### config.mk
export PLATFORM = sky130hd
export DESIGN_NAME = gbnms_table
export DESIGN_NICKNAME = d
export VERILOG_FILES = /design/src/hdl/gbnms_pkg.sv /design/src/hdl/gbnms_table.sv
export SDC_FILE = /design/constraint.sdc
export NUM_CORES = 2
export LEC_CHECK = 0
export BUFFER_PORTS_ARGS = -buffer_cell sky130_fd_sc_hd__buf_2
export CAP_MARGIN = 20
export CORE_ASPECT_RATIO = 0.8
export CORE_MARGIN = 1.5
export CORE_UTILIZATION = 30
export CTS_CLUSTER_DIAMETER = 200
export CTS_CLUSTER_SIZE = 40
export DETAILED_ROUTE_END_ITERATION = 10
export GPL_TIMING_DRIVEN = 1
export HOLD_SLACK_MARGIN = 0.05
export PLACE_DENSITY = 0.5
export RECOVER_POWER = 25
export SYNTH_ARGS = -nofsm -noshare
export SYNTH_HDL_FRONTEND = slang
export SYNTH_SLANG_ARGS = --single-unit
### constraint.sdc
create_clock -name clock -period 5.4 [get_ports clock]
set_clock_uncertainty 0.15 [all_clocks]
set_input_delay 0 -clock clock [delete_from_list [all_inputs] [get_ports clock]]
set_output_delay 0 -clock clock [all_outputs]
set_load 0.02 [all_outputs]
### src/hdl/gbnms_pkg.sv
// ----------------------------------------------------------------------------
// Greedy box NMS package
// Box type, widths and reset values shared by the NMS datapath and control.
// ----------------------------------------------------------------------------
package gbnms_pkg;

   // Default depth of the kept-box table
   localparam int MAX_KEPT_DEFAULT = 64;

   // Threshold register
   localparam int THR_W = 9;
   localparam logic [THR_W-1:0] IOU_THRESHOLD_RESET = 9'd115;

   // Field widths
   localparam int COORD_W = 16;
   localparam int SIZE_W  = 15;
   localparam int INDEX_W = 16;

   // Arithmetic widths
   localparam int AREA_W  = 2 * SIZE_W;       // w*h and intersection
   localparam int UNION_W = AREA_W + 1;       // a + b - i
   localparam int PROD_W  = THR_W + UNION_W;  // threshold * union

   // One box as stored in the kept table
   typedef struct packed {
      logic signed [COORD_W-1:0] x;
      logic signed [COORD_W-1:0] y;
      logic [SIZE_W-1:0]         w;
      logic [SIZE_W-1:0]         h;
   } box_type;

   // Status of the IoU pipeline toward the controller
   typedef struct packed {
      logic active;  // a comparison is still in flight
      logic hit;     // a kept box suppresses the candidate this cycle
   } iou_stat_type;

endpackage

### src/hdl/gbnms_table.sv
// ----------------------------------------------------------------------------
// Greedy box NMS kept table
// Synchronous memory of kept boxes: one write port, one read port with
// registered read data and a matching read-valid flag.
// ----------------------------------------------------------------------------
module gbnms_table #(
   parameter int MAX_KEPT = gbnms_pkg::MAX_KEPT_DEFAULT,
   parameter int IDX_W    = (MAX_KEPT > 1) ? $clog2(MAX_KEPT) : 1
) (
   input  logic               clock,
   input  logic               reset,
   input  logic               wr_en,
   input  logic [IDX_W-1:0]   wr_addr,
   input  gbnms_pkg::box_type wr_data,
   input  logic               rd_en,
   input  logic [IDX_W-1:0]   rd_addr,
   output gbnms_pkg::box_type rd_data,
   output logic               rd_valid
);

   gbnms_pkg::box_type mem [MAX_KEPT];
   gbnms_pkg::box_type rd_data_ff;
   logic               rd_valid_ff;

   // Write port
   always_ff @(posedge clock) begin
      if (wr_en) begin
         mem[wr_addr] <= wr_data;
      end
   end

   // Read port with registered read data
   always_ff @(posedge clock) begin
      if (rd_en) begin
         rd_data_ff <= mem[rd_addr];
      end
   end

   // Track which cycles carry fresh read data
   always_ff @(posedge clock) begin
      if (reset) begin
         rd_valid_ff <= 1'b0;
      end else begin
         rd_valid_ff <= rd_en;
      end
   end

   assign rd_data  = rd_data_ff;
   assign rd_valid = rd_valid_ff;

endmodule

==> summary.txt <==
Run status
  – Run status: finished with violations
  – Violated checks: capacitance limit, slew limit

STA
  – Worst Hold Slack: 0.145 ns
  – Slew of the pin with the lowest slew margin: 3.53 ns
  – Slew HR: -135%
  – Slew Limit Fails: 2018
  – # setup viols final: 0
  – Final worst slack: about 1.5 ns
  – F_max: 0.259 GHz
  – Post-layout min period: ~3.9 ns
  – Unrepaired setup endpoints after global routing: no
  – Fin crit share: 71.5%
  – TNS Setup: 0 ns
  – Final hold vios: 0

Hold path
  – Hold Path Class: in2reg

Setup path
  – Startpoint class of the critical path: input port
  – Critical path class: in2reg
  – CP required: 5.82 ns
  – CP max FO: 29
  – WP data arrival: between 4 and 5 ns
  – CP endpoint kind: register

Clock network
  – Post-CTS Setup Repair Bufs: 0
  – CTS tree: yes
  – Worst skew pair latency: 0.99 ns
  – CTS Buf Count: 114
  – Root Buffer: clkbuf_16
  – Htree depth: 3
  – Clk sinks: 4031
  – Clk buf depth: 4
  – Reg clk slew, reported paths: approximately 0.14 ns

Synth
  – Synthesized Nets: 6419
  – Commonest cells post-synth: edfxtp_1 (4030), mux4_2 (990), clkbuf_1 (141)
  – Async set or reset register ratio after synthesis: 0%
  – Number of synthesized flops with an enable pin: 4030
  – Mapped Cells: 6341
  – Synth warnings: 0
  – Synth Register Bits: just over 4000
  – Sequential fraction of the synthesis area: 79.7%
  – Yosys top cell area share: 79.7%
  – Post-Synthesis Cell Area: 152000 µm²
  – Syn avg cell area: 23.9 µm²
  – Main synth FF type: edfxtp_1
  – Synth area leaders: edfxtp_1 (80%), mux4_2 (15%), a22o_1 (0.62%)
  – Leading cell type by number of instances after synthesis: edfxtp_1
  – Largest area contributor in the netlist: edfxtp_1
  – Count of unique library cells instantiated by Yosys: 39

Drt
  – Final ANT Viol Nets: 0
  – Vias per cell: about 5.3
  – 1st-iter DRT viols: 8648
  – Routed WL per cell: 33.0 µm
  – DRT Wirelength: 442000 µm
  – Vias: 71000
  – Drt drc: 0
  – Router iterations before antenna repair: 5

Floorplanning
  – Core area: 504000 µm²
  – Starting Density: 30.1%
  – Cell row count: 233
  – Die area: roughly 510000 µm²
  – Die Ht: about 640 µm
  – Die X: 798 µm
  – IO Count: 141

Global route
  – Remaining Overflow, GRT: 0
  – Global Route Usage Sum: 16.8%
  – Vias in the first global route: 71300
  – Antenna violations before repair: 31
  – First-pass GRT wire length: 605000 µm
  – Largest net degree at the start of global routing: 131

Placed design
  – Placed standard-cell area: about 160000 µm²
  – Final RePlAce weighted congestion: approximately 0.75
  – Worst slack, placed: 1.81 ns
  – Port bufs: between 100 and 150
  – DPL Wire Length: 248000 µm

Cells and area
  – # nets final: 6748
  – Fillers: 47000
  – Layout cells sized above 1: about a quarter
  – Area of the multi-input gates: 29200 µm²
  – Post-layout util: between 30 and 40%
  – Final instance area: 167000 µm²
  – Seq. cell area: 121000 µm²
  – Area Overhead vs Synth: 10.1%

Pwr
  – VDD IR max: 0.255 mV
  – Leakage: 49.0 nW
  – P per Cell Area: 304 nW/µm²

Flow run
  – Max-Cap Viols: 34
[state kept, by name, summed over array words and instances, names as in the netlist]
register and cells:
rd_valid 1, rd_data 62, mem 3968
[area by class of cell]
cell class | instances | area share, %
inverter | 12 | 0.0270
clock inverter | 2 | 0.0187
multi-input combinational | 1933 | 17.5
sequential | 4031 | 72.4
timing repair buffer | 578 | 3.27
antenna | 5 | 0.00749
tap | 6697 | 5.01
clock buffer | 126 | 1.75
[where the power goes]
part | switching (mW) | internal [mW] | total [mW] | leakage (nW)
logic | 2.04 | 1.18 | 3.22 | 11.3
registers | 0.118 | 34.7 | 34.8 | 36.3
clock network | 8.82 | 3.91 | 12.7 | 1.45
total | 11.0 | 39.8 | 50.8 | 49.0
[cells in the final DEF (no fill, tap or decap), types with 25 or more instances in the layout]
| cell type | count |
|---|---|
| a211oi_1 | 31 |
| a21oi_1 | 94 |
| a221oi_1 | 103 |
| a22o_1 | 108 |
| a22oi_1 | 66 |
| buf_12 | 97 |
| buf_2 | 84 |
| buf_4 | 183 |
| clkbuf_1 | 88 |
| clkbuf_16 | 115 |
| dlygate4sd3_1 | 131 |
| edfxtp_1 | 4030 |
| mux2i_1 | 68 |
| mux4_2 | 990 |
| nand2_1 | 25 |
| nor2_1 | 64 |
| nor2_4 | 65 |
| nor3_1 | 29 |
| o221ai_1 | 31 |
| o22ai_1 | 138 |
[worst paths after layout]
| kind | start | end | slack (ns) | cells after the start |
|---|---|---|---|---|
| setup / recovery | wr_en | mem[52][32]$_DFFE_PP_ | 1.54 | 9 |
| hold / removal | rd_en | rd_data[38]$_DFFE_PP_ | 0.14 | 2 |
| setup reg to reg | mem[27][47]$_DFFE_PP_ | rd_data[47]$_DFFE_PP_ | 1.89 | 8 |
| hold reg to reg | mem[32][20]$_DFFE_PP_ | rd_data[20]$_DFFE_PP_ | 0.84 | 3 |
[through the flow]
step,std cells,power (mW)
final,13400,50.8
after global routing,13400,52.2
after floorplan,6341,37.1
after detailed placement,13100,38.7
after CTS,13300,51.1
after global placement,13100,38.6
[layer usage]
metal  wire length [µm]  up-vias  track usage [%]
met1             199000    40500             24.8
met5                 63        -                0
li1                   -    27900                -
met4               7480       10             2.75
met2             211000     2322             27.5
met3              24300      308             1.80
[what timing repair did]
item	4_1_cts	5_1_grt
resized for setup	0	0
hold endpoints to repair	4557	767
hold buffers	91	40
[cell families (layout without fill, tap and decap cells)]
group                  count (synthesis)  count (layout)  share of synthesized area (%)
AND/OR/NAND/NOR                      254             254                          0.758
buffers and inverters                377             718                           1.38
other                                  0               5                              0
AO/OA/AOI/OAI                        619             619                           2.97
multiplexers                        1060            1060                           15.2
flip-flops                          4031            4031                           79.7
[worst max-delay path, stage by stage]
cell	delay, ns
dlygate4sd3_1	0.68
buf_2	0.22
nor2b_1	0.17
dlygate4sd3_1	0.57
nand4b_1	0.34
dlygate4sd3_1	0.84
nor2_4	0.18
buf_4	0.44
buf_4	0.77
Note: power is estimated with default switching activity, not from simulation.
