<file path="src/hdl/gbnms_pkg.sv">
// ----------------------------------------------------------------------------
// Greedy box NMS package
// Box type, widths and reset values shared by the NMS datapath and control.
// ----------------------------------------------------------------------------
package gbnms_pkg;

   // Default depth of the kept-box table
   localparam int MAX_KEPT_DEFAULT = 64;

   // Threshold register
   localparam int THR_W = 9;
   localparam logic [THR_W-1:0] IOU_THRESHOLD_RESET = 9'd115;

   // Field widths
   localparam int COORD_W = 16;
   localparam int SIZE_W  = 15;
   localparam int INDEX_W = 16;

   // Arithmetic widths
   localparam int AREA_W  = 2 * SIZE_W;       // w*h and intersection
   localparam int UNION_W = AREA_W + 1;       // a + b - i
   localparam int PROD_W  = THR_W + UNION_W;  // threshold * union

   // One box as stored in the kept table
   typedef struct packed {
      logic signed [COORD_W-1:0] x;
      logic signed [COORD_W-1:0] y;
      logic [SIZE_W-1:0]         w;
      logic [SIZE_W-1:0]         h;
   } box_type;

   // Status of the IoU pipeline toward the controller
   typedef struct packed {
      logic active;  // a comparison is still in flight
      logic hit;     // a kept box suppresses the candidate this cycle
   } iou_stat_type;

endpackage

</file>
<file path="src/hdl/gbnms_iou.sv">
// ----------------------------------------------------------------------------
// Greedy box NMS overlap test
// Five-stage pipeline that tests one kept box per cycle against the
// candidate: intersection * 256 > threshold * union.
// ----------------------------------------------------------------------------
module gbnms_iou (
   input  logic                              clock,
   input  logic                              reset,
   input  gbnms_pkg::box_type                cand,
   input  logic [gbnms_pkg::THR_W-1:0]       threshold,
   input  logic                              kept_valid,
   input  gbnms_pkg::box_type                kept,
   output gbnms_pkg::iou_stat_type           stat
);

   localparam int CW = gbnms_pkg::COORD_W;
   localparam int SW = gbnms_pkg::SIZE_W;
   localparam int AW = gbnms_pkg::AREA_W;
   localparam int UW = gbnms_pkg::UNION_W;
   localparam int PW = gbnms_pkg::PROD_W;

   // Stage valid bits
   logic v1_ff, v2_ff, v3_ff, v4_ff, v5_ff;

   // Stage 1: overlap edges
   logic signed [CW-1:0] cx, cy, kx, ky;
   logic signed [CW:0]   cx2, cy2, kx2, ky2;
   logic signed [CW-1:0] x1_in, y1_in, x1_ff, y1_ff;
   logic signed [CW:0]   x2_in, y2_in, x2_ff, y2_ff;
   logic [SW-1:0]        kw1_ff, kh1_ff;

   // Stage 2: clipped overlap extents
   logic signed [CW+1:0] ddx, ddy;
   logic [SW-1:0]        dx_in, dy_in, dx_ff, dy_ff;
   logic [SW-1:0]        kw2_ff, kh2_ff;

   // Stage 3: areas
   logic [AW-1:0]        inter3_ff, area_k_ff, area_c_ff;

   // Stage 4: union
   logic [UW-1:0]        union_ff;
   logic [AW-1:0]        inter4_ff;

   // Stage 5: scaled terms
   logic [PW-1:0]        prod_ff;
   logic [AW+7:0]        inter5_ff;

   // Edge arithmetic for stage 1
   always_comb begin
      cx    = cand.x;
      cy    = cand.y;
      kx    = kept.x;
      ky    = kept.y;
      cx2   = (CW+1)'(cx) + $signed({2'b00, cand.w});
      cy2   = (CW+1)'(cy) + $signed({2'b00, cand.h});
      kx2   = (CW+1)'(kx) + $signed({2'b00, kept.w});
      ky2   = (CW+1)'(ky) + $signed({2'b00, kept.h});
      x1_in = (cx > kx) ? cx : kx;
      y1_in = (cy > ky) ? cy : ky;
      x2_in = (cx2 < kx2) ? cx2 : kx2;
      y2_in = (cy2 < ky2) ? cy2 : ky2;
   end

   // Clip to zero where the boxes do not overlap or only touch
   always_comb begin
      ddx   = (CW+2)'(x2_ff) - (CW+2)'(x1_ff);
      ddy   = (CW+2)'(y2_ff) - (CW+2)'(y1_ff);
      dx_in = (ddx > 0) ? ddx[SW-1:0] : '0;
      dy_in = (ddy > 0) ? ddy[SW-1:0] : '0;
   end

   // Advance the datapath
   always_ff @(posedge clock) begin
      x1_ff     <= x1_in;
      y1_ff     <= y1_in;
      x2_ff     <= x2_in;
      y2_ff     <= y2_in;
      kw1_ff    <= kept.w;
      kh1_ff    <= kept.h;

      dx_ff     <= dx_in;
      dy_ff     <= dy_in;
      kw2_ff    <= kw1_ff;
      kh2_ff    <= kh1_ff;

      inter3_ff <= AW'(dx_ff) * AW'(dy_ff);
      area_k_ff <= AW'(kw2_ff) * AW'(kh2_ff);
      area_c_ff <= AW'(cand.w) * AW'(cand.h);

      union_ff  <= UW'(area_c_ff) + UW'(area_k_ff) - UW'(inter3_ff);
      inter4_ff <= inter3_ff;

      prod_ff   <= PW'(threshold) * PW'(union_ff);
      inter5_ff <= {inter4_ff, 8'h00};
   end

   // Advance the valid bits
   always_ff @(posedge clock) begin
      if (reset) begin
         v1_ff <= 1'b0;
         v2_ff <= 1'b0;
         v3_ff <= 1'b0;
         v4_ff <= 1'b0;
         v5_ff <= 1'b0;
      end else begin
         v1_ff <= kept_valid;
         v2_ff <= v1_ff;
         v3_ff <= v2_ff;
         v4_ff <= v3_ff;
         v5_ff <= v4_ff;
      end
   end

   // Report whether anything is still in flight and the compare
   assign stat = {kept_valid | v1_ff | v2_ff | v3_ff | v4_ff | v5_ff,
                  v5_ff && (PW'(inter5_ff) > prod_ff)};

endmodule

</file>
<file path="config.mk">
export PLATFORM = sky130hd
export DESIGN_NAME = gbnms_iou
export DESIGN_NICKNAME = d
export VERILOG_FILES = /design/src/hdl/gbnms_pkg.sv /design/src/hdl/gbnms_iou.sv
export SDC_FILE = /design/constraint.sdc
export NUM_CORES = 2
export LEC_CHECK = 0
export ABC_AREA = 1
export BUFFER_PORTS_ARGS = -buffer_cell sky130_fd_sc_hd__buf_2
export CORE_ASPECT_RATIO = 0.75
export CORE_UTILIZATION = 60
export CTS_CLUSTER_SIZE = 20
export DETAILED_ROUTE_END_ITERATION = 16
export PLACE_DENSITY = 0.87
export SLEW_MARGIN = 20
export SYNTH_ARGS = -nofsm -noshare
export SYNTH_HDL_FRONTEND = slang
export SYNTH_SLANG_ARGS = --single-unit
export TNS_END_PERCENT = 20
</file>
<file path="constraint.sdc">
create_clock -name clock -period 8.7 [get_ports clock]
set_clock_uncertainty 0.2 [all_clocks]
set_input_delay 1.74 -clock clock [delete_from_list [all_inputs] [get_ports clock]]
set_output_delay 1.74 -clock clock [all_outputs]
set_load 0.05 [all_outputs]
</file>
==> results.json <==
{
  "status": "finished clean",
  "via_per_inst": 5.35,
  "cts_tree": "built",
  "synth-seq-cells": 382,
  "slew_headroom": 0.346,
  "worstSetupStartpointType": "input port",
  "num-nets-final": 8359,
  "worst_pin_slew_ps": 979,
  "yosysWarningCount": 0,
  "rows": 92,
  "hpwl_um": 119000,
  "netlist_instances": 6900,
  "core_um2": 84600,
  "period_minus_slack_ps": 6710,
  "wl_per_cell_um": 17.6,
  "synth-edff-count": 0,
  "grt_pass1_vias": 44300,
  "die_width_um": 341,
  "initial_core_util": 0.610,
  "clk_pin_slew_worst_paths_ps": 60,
  "final_util": 0.645,
  "clock_latency_ps": 600,
  "cts_hold_buf": 0,
  "critPathMaxFanout": 16,
  "cts_inserted_buffers": 42,
  "setup_tns_ps": 0,
  "cts_buffer_depth": 3,
  "finalNonFillerCells": 8099,
  "fmax_ghz": 0.149,
  "register_area_um2": 7650,
  "period_share": 0.771,
  "critPathArrivalTime_ps": 7030,
  "syn-num-nets": 8338,
  "dp.cells": 8005,
  "postSynth.asyncResetShare": 0,
  "area_growth_pct": 5.71,
  "crit_path_frequent_cell": "inv_1",
  "critPathRequiredTime_ps": 9020,
  "seq_area_frac_synth": 0.148,
  "drc": 0,
  "grt_pass1_wl_um": 232000,
  "antenna_found_initial": 19,
  "clock_sinks": 382,
  "crit_type": "in2reg",
  "crit_path_end_kind": "flip-flop",
  "io-pin-count": 138,
  "vias": 43300,
  "fill_cells": 7168,
  "htreeDepth": 2,
  "hold_viol": 0,
  "drt_wl_total_um": 143000,
  "syn-mean-instance-area_um2": 7.48,
  "cts-resized-gates": 0,
  "dr.pass1.iters": 6,
  "dieArea_um2": 87300,
  "min_path_type": "reg2reg",
  "drive_gt1_frac": 0.0329,
  "synth_area_um2": 51600,
  "grt_max_degree": 32,
  "rsz0062_at_grt": "no",
  "max_stage_delay_ps": 550,
  "antenna_left": 0,
  "post_cts_buffers": 0,
  "ys_dominant_reg_cell": "dfxtp_1",
  "grtUsageTotal": 0.335,
  "drt_iter0_drc": 3828,
  "grt_overflow": 0,
  "crit_path_top_delay_cell": "fa_1",
  "portBuffers": 137,
  "gp_congestion": 1.00,
  "drv_cap": 0,
  "cts_root_buffer": "clkbuf_16",
  "die_h_um": 256,
  "finalSetupViolations": 0,
  "multi_input_area_um2": 36100,
  "slew_viol_final": 0,
  "synth_cell_types": 41
}
## layout make-up
type,count,area share
Inverter,1938,0.133
Clock inverter,23,0.00511
Antenna cell,17,0.000779
Timing Repair Buffer,141,0.0131
Tap cell,1128,0.0259
Clock buffer,54,0.0210
Multi-Input combinational cell,4416,0.661
Sequential cell,382,0.140
## routing by layer
metal / GRT usage / wire length [µm] / vias up
met5: 0 / 50 / -
met4: 0.111 / 4730 / 8
met3: 0.0706 / 15300 / 286
met2: 0.514 / 61400 / 2134
met1: 0.470 / 61300 / 20500
li1: - / - / 20400
## stage by stage
| stage | area, µm² | hold WS (ps) | setup slack, ps |
|---|---|---|---|
| global placement | 53100 | 110 | 1470 |
| detailed placement | 53100 | 112 | 1420 |
| finish | 54600 | 119 | 1990 |
| global route | 54600 | 125 | 1570 |
| CTS | 54500 | 113 | 2040 |
| floorplan | 51600 | 110 | 1880 |
## path summary, 6_finish.rpt
check           startpoint             to  slack (ps)  depth (start not counted)
min          inter4_ff[29]  inter5_ff[37]         120                          0
max reg2reg      kw2_ff[7]  area_k_ff[23]        2280                         22
min reg2reg  inter4_ff[29]  inter5_ff[37]         120                          0
max               cand[25]  area_c_ff[23]        1990                         25
## logic make-up after synthesis
family          count (synthesis)  synth area share
compound gates                537            0.0571
xor+xnor                      196            0.0332
fa+ha+maj                    1302             0.423
buf+inv                      2102             0.153
flops                         382             0.148
simple gates                 2381             0.185
## cells in the mapped netlist, drive strengths merged (50+ instances only)
| cell | instances | area, µm² |
|---|---|---|
| inv | 1938 | 7270 |
| nand2 | 1754 | 6610 |
| fa | 741 | 14800 |
| ha | 561 | 7020 |
| dfxtp | 382 | 7650 |
| a21oi | 275 | 1380 |
| nor2 | 275 | 1030 |
| nand3 | 202 | 1020 |
| clkbuf | 151 | 568 |
| o21ai | 149 | 749 |
| xor2 | 140 | 1230 |
| nand4 | 57 | 357 |
| xnor2 | 56 | 490 |
| nor3 | 50 | 250 |
## state kept, by name, indices dropped and copies added (netlist names), 17 cells and up
signal     count
inter5_ff     30
area_k_ff     30
inter3_ff     30
x2_ff         17
union_ff      31
inter4_ff     30
y2_ff         17
area_c_ff     30
prod_ff       40
## critical path: cells and delay by family
family                     cells  cell delay [ps]
AOI/OAI and AO/OA              2              380
xor gates and xnor gates       1              140
and+or+nand+nor                7              740
adders and majority gates      7             3440
buffers and inverters          8              600
## placed cells by master, fill, tap and decap left out, types with 4 or more instances in the layout
cell type / Yosys / layout
nor3_1: 50 / 50
clkinv_4: 0 / 5
ha_1: 561 / 561
xor2_1: 140 / 140
nand2_1: 1745 / 1745
nand3b_1: 14 / 14
o21a_1: 10 / 10
a211oi_1: 6 / 6
or2_2: 7 / 7
nor2_1: 275 / 275
nand4_1: 57 / 57
inv_1: 1938 / 1938
inv_6: 0 / 5
buf_4: 2 / 4
a31oi_1: 21 / 21
o21bai_1: 18 / 18
o21ai_1: 5 / 5
a21boi_0: 10 / 10
and2_1: 5 / 5
nand2_2: 9 / 9
fa_1: 741 / 741
clkinv_2: 0 / 5
nand3_1: 201 / 201
xnor2_1: 56 / 56
clkbuf_16: 0 / 42
a21o_1: 35 / 35
o211ai_1: 4 / 4
diode_2: 0 / 17
dfxtp_1: 382 / 382
o31ai_1: 4 / 4
o21ai_0: 143 / 143
a21oi_1: 275 / 275
buf_2: 7 / 137
clkbuf_1: 150 / 7
nor4_1: 14 / 14
clkbuf_8: 0 / 5
Power is not shown: default switching activity piles up to over one toggle a cycle in this logic, so the estimate is an artifact.
